File: src/rtl/kls_pkg.sv
// Shared types, constants and character helpers for the keyword lexical scanner.
// Used by kls_core, keyword_lexical_scanner_unit and kls_checker; no dependencies.
package kls_pkg;

  localparam int MAX_TEXT_DEF = 15;
  localparam int TEXT_BYTES   = 16;
  localparam int TEXT_W       = 8 * TEXT_BYTES;
  localparam int LEN_MAX      = 15;
  localparam int FIFO_DEPTH   = 4;
  localparam int PTR_W        = 2;
  localparam int CNT_W        = 3;

  // token classes of the pending token
  localparam logic [1:0] CLS_NONE = 2'd0;
  localparam logic [1:0] CLS_NAME = 2'd1;
  localparam logic [1:0] CLS_NUM  = 2'd2;
  localparam logic [1:0] CLS_OP   = 2'd3;

  // token codes
  localparam logic [7:0] CODE_NAME  = 8'h78;  // x
  localparam logic [7:0] CODE_IF    = 8'h69;  // i
  localparam logic [7:0] CODE_ELSE  = 8'h6C;  // l
  localparam logic [7:0] CODE_END   = 8'h65;  // e
  localparam logic [7:0] CODE_NUM   = 8'h23;  // #
  localparam logic [7:0] CODE_OTHER = 8'h3F;  // ?

  localparam logic [7:0] CH_SPACE = 8'h20;
  localparam logic [7:0] CH_TAB   = 8'h09;
  localparam logic [7:0] CH_NL    = 8'h0A;

  // keywords as zero-padded text, first character in the low byte
  localparam logic [TEXT_W-1:0] KW_IF    = TEXT_W'(32'h0000_4649);
  localparam logic [TEXT_W-1:0] KW_ELSE  = TEXT_W'(32'h4553_4C45);
  localparam logic [TEXT_W-1:0] KW_ENDIF = TEXT_W'(40'h46_4944_4E45);
  localparam logic [TEXT_W-1:0] KW_END   = TEXT_W'(32'h0044_4E45);

  typedef struct packed {
    logic [7:0]        code;
    logic [3:0]        len;
    logic [TEXT_W-1:0] text;
    logic              ovf;
    logic              last;
  } kls_tok_t;

  // results produced by one character: count, then in order
  typedef struct packed {
    logic [1:0] n;
    kls_tok_t   res0;
    kls_tok_t   res1;
  } kls_push_t;

  function automatic logic is_letter(input logic [7:0] c);
    return (c >= 8'h41 && c <= 8'h5A) || (c >= 8'h61 && c <= 8'h7A);
  endfunction

  function automatic logic is_digit(input logic [7:0] c);
    return c >= 8'h30 && c <= 8'h39;
  endfunction

  function automatic logic is_op(input logic [7:0] c);
    return c == 8'h2B || c == 8'h2D || c == 8'h2A || c == 8'h2F ||
           c == 8'h3C || c == 8'h3E || c == 8'h3A || c == 8'h3D;
  endfunction

  function automatic logic is_sep(input logic [7:0] c);
    return c == CH_SPACE || c == CH_TAB || c == CH_NL;
  endfunction

  function automatic logic [7:0] to_upper(input logic [7:0] c);
    return (c >= 8'h61 && c <= 8'h7A) ? c - 8'h20 : c;
  endfunction

  // build a result from a pending token; text is already masked past its length
  function automatic kls_tok_t tok_make(input logic [1:0] cls, input logic [TEXT_W-1:0] text,
                                        input logic [3:0] len, input logic ovf);
    kls_tok_t t;
    t.text = text;
    t.len  = len;
    t.ovf  = ovf;
    t.last = 1'b0;
    unique case (cls)
      CLS_NAME: begin
        if (ovf)                  t.code = CODE_NAME;
        else if (text == KW_IF)    t.code = CODE_IF;
        else if (text == KW_ELSE)  t.code = CODE_ELSE;
        else if (text == KW_ENDIF) t.code = CODE_END;
        else if (text == KW_END)   t.code = CODE_END;
        else                       t.code = CODE_NAME;
      end
      CLS_NUM: t.code = CODE_NUM;
      CLS_OP:  t.code = (len == 4'd1 && !ovf) ? text[7:0] : CODE_OTHER;
      default: t.code = CODE_OTHER;
    endcase
    return t;
  endfunction

endpackage

File: src/rtl/kls_core.sv
// Scanner state (class, kept text, count, overflow) and per-character result forming.
// Depends on kls_pkg.
module kls_core #(
  parameter int MAX_TEXT = kls_pkg::MAX_TEXT_DEF
) (
  input  logic              clk,
  input  logic              rst_n,
  input  logic              step,
  input  logic [7:0]        ch,
  input  logic              eoi,
  output kls_pkg::kls_push_t push
);
  import kls_pkg::*;

  localparam int CW = $clog2(MAX_TEXT + 1);

  logic [1:0]    cls_r, cls_nxt, cls_mid, cls_new;
  logic [CW-1:0] cnt_r, cnt_nxt, cnt_mid, pos;
  logic          ovf_r, ovf_nxt, ovf_mid;
  logic [7:0]    store_r   [MAX_TEXT];
  logic [7:0]    store_mid [MAX_TEXT];

  logic          letter, digit, op, sep, other, cont, start, keep, can_keep;
  logic          va, vb, vc;
  logic [7:0]    kept;
  logic [TEXT_W-1:0] text_old, text_mid;
  kls_tok_t      ra, rb, rc;

  function automatic logic [3:0] len_of(input logic [CW-1:0] c);
    return (c > CW'(LEN_MAX)) ? 4'(LEN_MAX) : 4'(c);
  endfunction

  always_comb begin
    letter = is_letter(ch);
    digit  = is_digit(ch);
    op     = is_op(ch);
    sep    = is_sep(ch);
    other  = !(letter || digit || op || sep);
    cont   = (cls_r == CLS_NAME && (letter || digit)) ||
             (cls_r == CLS_NUM && digit) ||
             (cls_r == CLS_OP && op);
    start  = !cont && (letter || digit || op);
    keep   = cont || start;
    kept   = to_upper(ch);
    pos    = cont ? cnt_r : '0;
    can_keep = pos < CW'(MAX_TEXT);

    priority if (letter) cls_new = CLS_NAME;
    else if (digit)      cls_new = CLS_NUM;
    else                 cls_new = CLS_OP;

    // state after this character, before any end-of-input flush
    cls_mid = cont ? cls_r : (start ? cls_new : CLS_NONE);
    cnt_mid = (keep && can_keep) ? pos + CW'(1) : (cont ? cnt_r : '0);
    ovf_mid = cont ? (ovf_r || !can_keep) : 1'b0;
    for (int i = 0; i < MAX_TEXT; i++) begin
      store_mid[i] = (keep && can_keep && pos == CW'(i)) ? kept : store_r[i];
    end

    text_old = '0;
    text_mid = '0;
    for (int i = 0; i < MAX_TEXT; i++) begin
      if (CW'(i) < cnt_r)   text_old[i*8 +: 8] = store_r[i];
      if (CW'(i) < cnt_mid) text_mid[i*8 +: 8] = store_mid[i];
    end

    ra = tok_make(cls_r, text_old, len_of(cnt_r), ovf_r);
    rb.code = CODE_OTHER;
    rb.len  = 4'd1;
    rb.text = TEXT_W'(ch);
    rb.ovf  = 1'b0;
    rb.last = 1'b0;
    rc = tok_make(cls_mid, text_mid, len_of(cnt_mid), ovf_mid);

    va = !cont && cls_r != CLS_NONE;
    vb = other;
    vc = eoi && cls_mid != CLS_NONE;

    // order: pending flush, then the lone token or the end-of-input flush
    push.res0 = va ? ra : (vb ? rb : rc);
    push.res1 = vb ? rb : rc;
    push.n    = 2'(va) + 2'(vb || vc);
    push.res0.last = (push.n == 2'd1);
    push.res1.last = 1'b1;

    cls_nxt = eoi ? CLS_NONE : cls_mid;
    cnt_nxt = eoi ? '0 : cnt_mid;
    ovf_nxt = eoi ? 1'b0 : ovf_mid;
  end

  always_ff @(posedge clk) begin
    if (!rst_n) begin
      cls_r <= CLS_NONE;
      cnt_r <= '0;
      ovf_r <= 1'b0;
    end else if (step) begin
      cls_r <= cls_nxt;
      cnt_r <= cnt_nxt;
      ovf_r <= ovf_nxt;
    end
  end

  always_ff @(posedge clk) begin
    if (step) begin
      for (int i = 0; i < MAX_TEXT; i++) store_r[i] <= store_mid[i];
    end
  end

endmodule

File: src/rtl/keyword_lexical_scanner_unit.sv
// Keyword lexical scanner top level: input register, kls_core, result queue.
// Depends on kls_pkg and kls_core.
//
// Usage: one ASCII character per input request (in_char_in, plus in_end_of_input to
// flush the pending token after that character). Each accepted character yields zero,
// one or two token results on the out_ channel; out_last_of_run marks the final result
// a character caused. Results keep character order.
// Path: a character waits in the input register, which steps its results into the
// result queue once the queue has room for two results; the queue head drives out_.
// Throughput: one character per cycle, sustained while the output side takes one
// result per cycle; a character that yields two results puts both on the output in
// turn, and the four-entry result queue absorbs such bursts. The input register
// advances only when the queue has room for two results, so that sets when in_ready
// drops.
// Stall: when out_ready is low the queue holds its head steady; once it has room
// for fewer than two results, the input register holds and in_ready falls. Nothing is dropped.
// Reset (rst_n low, synchronous): clear the pending token, empty the input register
// and the queue. Kept text needs no clearing: only written bytes are ever shown.
module keyword_lexical_scanner_unit #(
  parameter int MAX_TEXT = kls_pkg::MAX_TEXT_DEF
) (
  input  logic        clk,
  input  logic        rst_n,
  input  logic        in_valid,
  output logic        in_ready,
  input  logic [7:0]  in_char_in,
  input  logic        in_end_of_input,
  output logic        out_valid,
  input  logic        out_ready,
  output logic [7:0]  out_token_code,
  output logic [3:0]  out_token_length,
  output logic [63:0] out_text_low,
  output logic [63:0] out_text_high,
  output logic        out_text_overflow,
  output logic        out_last_of_run
);
  import kls_pkg::*;

  // input register
  logic       ir_valid_r, ir_valid_nxt;
  logic [7:0] ir_char_r;
  logic       ir_eoi_r;
  logic       fire;

  // result queue
  kls_tok_t         fifo_r [FIFO_DEPTH];
  logic [PTR_W-1:0] head_r, head_nxt, tail_r, tail_nxt;
  logic [CNT_W-1:0] cnt_r, cnt_nxt;
  logic             pop;
  kls_push_t        push;
  kls_tok_t         head_tok;

  // advance the input register only with room for two results
  assign fire     = ir_valid_r && (cnt_r <= CNT_W'(FIFO_DEPTH - 2));
  assign in_ready = !ir_valid_r || fire;

  always_comb begin
    ir_valid_nxt = ir_valid_r;
    if (fire)     ir_valid_nxt = 1'b0;
    if (in_valid && in_ready) ir_valid_nxt = 1'b1;
  end

  always_ff @(posedge clk) begin
    if (!rst_n) ir_valid_r <= 1'b0;
    else        ir_valid_r <= ir_valid_nxt;
  end

  always_ff @(posedge clk) begin
    if (in_valid && in_ready) begin
      ir_char_r <= in_char_in;
      ir_eoi_r  <= in_end_of_input;
    end
  end

  kls_core #(.MAX_TEXT(MAX_TEXT)) u_core (
    .clk   (clk),
    .rst_n (rst_n),
    .step  (fire),
    .ch    (ir_char_r),
    .eoi   (ir_eoi_r),
    .push  (push)
  );

  // queue bookkeeping: push up to two results, pop one
  always_comb begin
    pop      = out_valid && out_ready;
    head_nxt = pop ? head_r + PTR_W'(1) : head_r;
    tail_nxt = fire ? tail_r + PTR_W'(push.n) : tail_r;
    cnt_nxt  = cnt_r + (fire ? CNT_W'(push.n) : '0) - CNT_W'(pop);
  end

  always_ff @(posedge clk) begin
    if (!rst_n) begin
      head_r <= '0;
      tail_r <= '0;
      cnt_r  <= '0;
    end else begin
      head_r <= head_nxt;
      tail_r <= tail_nxt;
      cnt_r  <= cnt_nxt;
    end
  end

  always_ff @(posedge clk) begin
    if (fire && push.n != 2'd0) fifo_r[tail_r] <= push.res0;
    if (fire && push.n == 2'd2) fifo_r[tail_r + PTR_W'(1)] <= push.res1;
  end

  assign head_tok          = fifo_r[head_r];
  assign out_valid         = cnt_r != '0;
  assign out_token_code    = head_tok.code;
  assign out_token_length  = head_tok.len;
  assign out_text_low      = head_tok.text[63:0];
  assign out_text_high     = head_tok.text[127:64];
  assign out_text_overflow = head_tok.ovf;
  assign out_last_of_run   = head_tok.last;

endmodule

File: config.mk
export PLATFORM = sky130hd
export DESIGN_NAME = keyword_lexical_scanner_unit
export DESIGN_NICKNAME = d
export VERILOG_FILES = /design/src/rtl/kls_pkg.sv /design/src/rtl/kls_core.sv /design/src/rtl/keyword_lexical_scanner_unit.sv
export SDC_FILE = /design/constraint.sdc
export NUM_CORES = 1
export LEC_CHECK = 0
export BUFFER_PORTS_ARGS = -buffer_cell sky130_fd_sc_hd__buf_2
export CORE_UTILIZATION = 40
export CTS_BUF_LIST = sky130_fd_sc_hd__clkbuf_4 sky130_fd_sc_hd__clkbuf_8
export CTS_CLUSTER_SIZE = 30
export DETAILED_ROUTE_END_ITERATION = 7
export GPL_ROUTABILITY_DRIVEN = 0
export GPL_TIMING_DRIVEN = 1
export HOLD_SLACK_MARGIN = 0.15
export SYNTH_ARGS = -nofsm -noshare
export SYNTH_HDL_FRONTEND = slang
export SYNTH_SLANG_ARGS = --single-unit
File: constraint.sdc
create_clock -name clk -period 10.5 [get_ports clk]
set_clock_uncertainty 0.1 [all_clocks]
set_input_delay 1.05 -clock clk [delete_from_list [all_inputs] [get_ports clk]]
set_output_delay 1.05 -clock clk [all_outputs]
set_load 0.05 [all_outputs]
==> results.cfg <==
[outcome]
status = complete, but fails checks
violations = max-capacitance violations, max-slew violations

[clock_tree]
cts_made_buffers = 114
cts_tree = yes
post-cts-setup-buffers = 0
cts-root-buf = clkbuf_8
ctsHtreeMaxLevel = 3
cts_max_path_buffers = 3
clk_latency_ns = 0.76
cts.clk_slew.worst_paths_ns = 0.06
cts.sinks = 682
holdBufCountCts = 0
post_cts_resized = 0

[yosys]
muxShareOfSynthArea_pct = 11.9
synth_top_family_by_area = compound AO/OA/AOI/OAI gates
ys.flop_type = edfxtp_1
synth_compound_area_share_pct = 13.9
yosysTopAreaCell = edfxtp_1
synthCells = 2947
synth_xor_xnor_area_share_pct = 0.177
synth_area_leaders = edfxtp_1 (57%), mux4_2 (8.7%), a21oi_1 (6.0%)
syn_avg_cell_area_um2 = 11.7
syn_area_um2 = 34600
synth_edf_count = 661
synth_simple_gate_area_share_pct = 11.8
ys_ff_latch = 682
synth_cell_types = 88
synth_fa_ha_area_share_pct = 0.521
synth_top_area_share_pct = 57.4
synth_warnings = 0
synth-async-reset-ratio_pct = 0
synth-seq-area-share_pct = 58.6

[drt]
detail_route.first_pass.iterations = 6
via_per_inst = 6.32
num_vias = 27249
ant_nets = 0
wl_per_cell_um = 27.1
drc = 0
drt-total-wl_mm = 117
first_iter_violations = 3868

[global_route]
antenna_found_initial = 5
gr-total-overflow = 0
grt_pass1_vias = 27029
grt_max_degree = 106
grt_pass1_wl_mm = 172
grtUsageTotal_pct = 26.4

[finish]
final_util_pct = 45.4
nFillCells = 7883
layout_common_cells = edfxtp_1 (661), nand2_1 (428), a21oi_1 (409)
syn_to_final_growth_pct = 12.2
final_common_cell = edfxtp_1
drive_gt1_share_pct = 20.0
stdcell_count = 4310
nets = 3098

[power]
vdd_drop_max_uv = 183
pwr_density_cell_nw_per_um2 = 206
power_leakage_nw = 11.6
p_total_mw = 7.98

[timing]
max_freq_mhz = 136
post-route-period-util_pct = 69.9
max_slew_margin_pct = -3.56
setup_viol = 0
worstMarginPinSlew_ns = 1.54
setup_tns_ns = 0
worst_slack_ns = 3.16
rsz0062_at_grt = false
timing.final.crit_period_ns = 7.34
hold_viol = 0
final-max-slew-violation-count = 5

[flow_run]
maxCapViolCount = 1

[die]
start_util_pct = 40.5
die_y_um = 296
pin_count = 157
coreArea_um2 = 85400
rows = 107
die_w_um = 296
die-area_um2 = 87700

[setup_path]
required_ns = 10.87
r2r_cells = 15
crit_type = flop to flop
crit_fanout = 15
cp-start-kind = flop
cp.arrival_ns = 7.71
worst_setup_path_end_kind = flop

[placement]
io_buffers = 148
hpwl_mm = 71.8
place_ws_ns = 3.42
place_inst = 4100

[min_path]
hold_depth = 2
hp-class = flop to flop
## critical path: stages (launching register included)
cell and delay [ns]:
edfxtp_1 0.95, and4bb_2 0.33, a32oi_1 0.38, a2bb2oi_2 0.74, o21ai_1 0.51, and2_1 0.33, ha_1 0.46, o41ai_1 0.15
o22ai_1 0.50, nor2_1 0.27, nor2_1 0.67, nand4_1 0.47, o21ai_0 0.67, o2111ai_1 0.21, nand2_1 0.21, o22ai_1 0.12
## logic make-up after synthesis
group                      after synthesis
AOI/OAI and AO/OA                      818
xor gates and xnor gates                 7
adders and majority gates               14
buffers and inverters                  270
DFF                                    682
muxes                                  234
other                                    1
and+or+nand+nor                        921
## cell type report
class                      instances  area, um^2  share of cell area [%]
inverter                          63         259                   0.668
tap                             1144        1430                    3.69
clock buffer                     138        1770                    4.57
antenna                            1        2.50                 0.00645
sequential                       682       20300                    52.3
timing repair buffer             209        1210                    3.12
multi-input combinational       2002       13400                    34.5
clock inverter                    71         443                    1.14
## report_power, final
group | leakage, nW | switching, mW | total (mW) | internal, mW
registers | 6.53 | 0.189 | 3.38 | 3.19
clock network | 1.16 | 1.12 | 2.36 | 1.24
logic | 3.90 | 1.60 | 2.23 | 0.629
total | 11.6 | 2.92 | 7.98 | 5.06
## cell usage after synthesis (all sizes together) (26+ instances only)
cell type / number
clkbuf: 168
mux4: 134
nor2: 218
buf: 39
nand3: 78
nor3: 35
a21oi: 413
o21ai: 82
inv: 61
edfxtp: 661
nand2: 431
mux2i: 38
o22ai: 165
nor4: 26
a31oi: 37
mux2: 62
## metrics by stage
stage	instance area [um^2]	hold slack, ns
global route	38800	0.376
global placement	36600	0.344
floorplan	34600	0.335
detailed placement	36600	0.366
CTS	38800	0.351
finish	38800	0.380
## metal layers
metal | part of all wire, % | vias to the layer above | global-route usage [%]
met4 | 3.8 | 0 | 11.0
li1 | - | 11577 | -
met1 | 39 | 13479 | 35.5
met5 | 0 | - | 0
met3 | 11 | 333 | 5.46
met2 | 46 | 1860 | 41.5
## state kept, by name (all words and copies together) (netlist names), named ones only
signal and flops:
cnt_r 3, fifo_r 536, head_r 2, ir_char_r 8, ir_eoi_r 1, ir_valid_r 1, tail_r 2, u_core.cls_r 2
u_core.cnt_r 4, u_core.ovf_r 1, u_core.store_r 120
## final timing paths
path / from / slack (ns) / to
worst max-delay path: ir_char_r[0]$_DFFE_PP_ / 3.16 / fifo_r[3][138]$_DFFE_PP_
worst min-delay path: fifo_r[0][0]$_SDFFE_PP1P_ / 0.38 / fifo_r[0][0]$_SDFFE_PP1P_
worst max register to register: ir_char_r[0]$_DFFE_PP_ / 3.16 / fifo_r[3][138]$_DFFE_PP_
worst min register to register: fifo_r[0][0]$_SDFFE_PP1P_ / 0.38 / fifo_r[0][0]$_SDFFE_PP1P_
No activity file was read; power rests on OpenSTA's default activity.
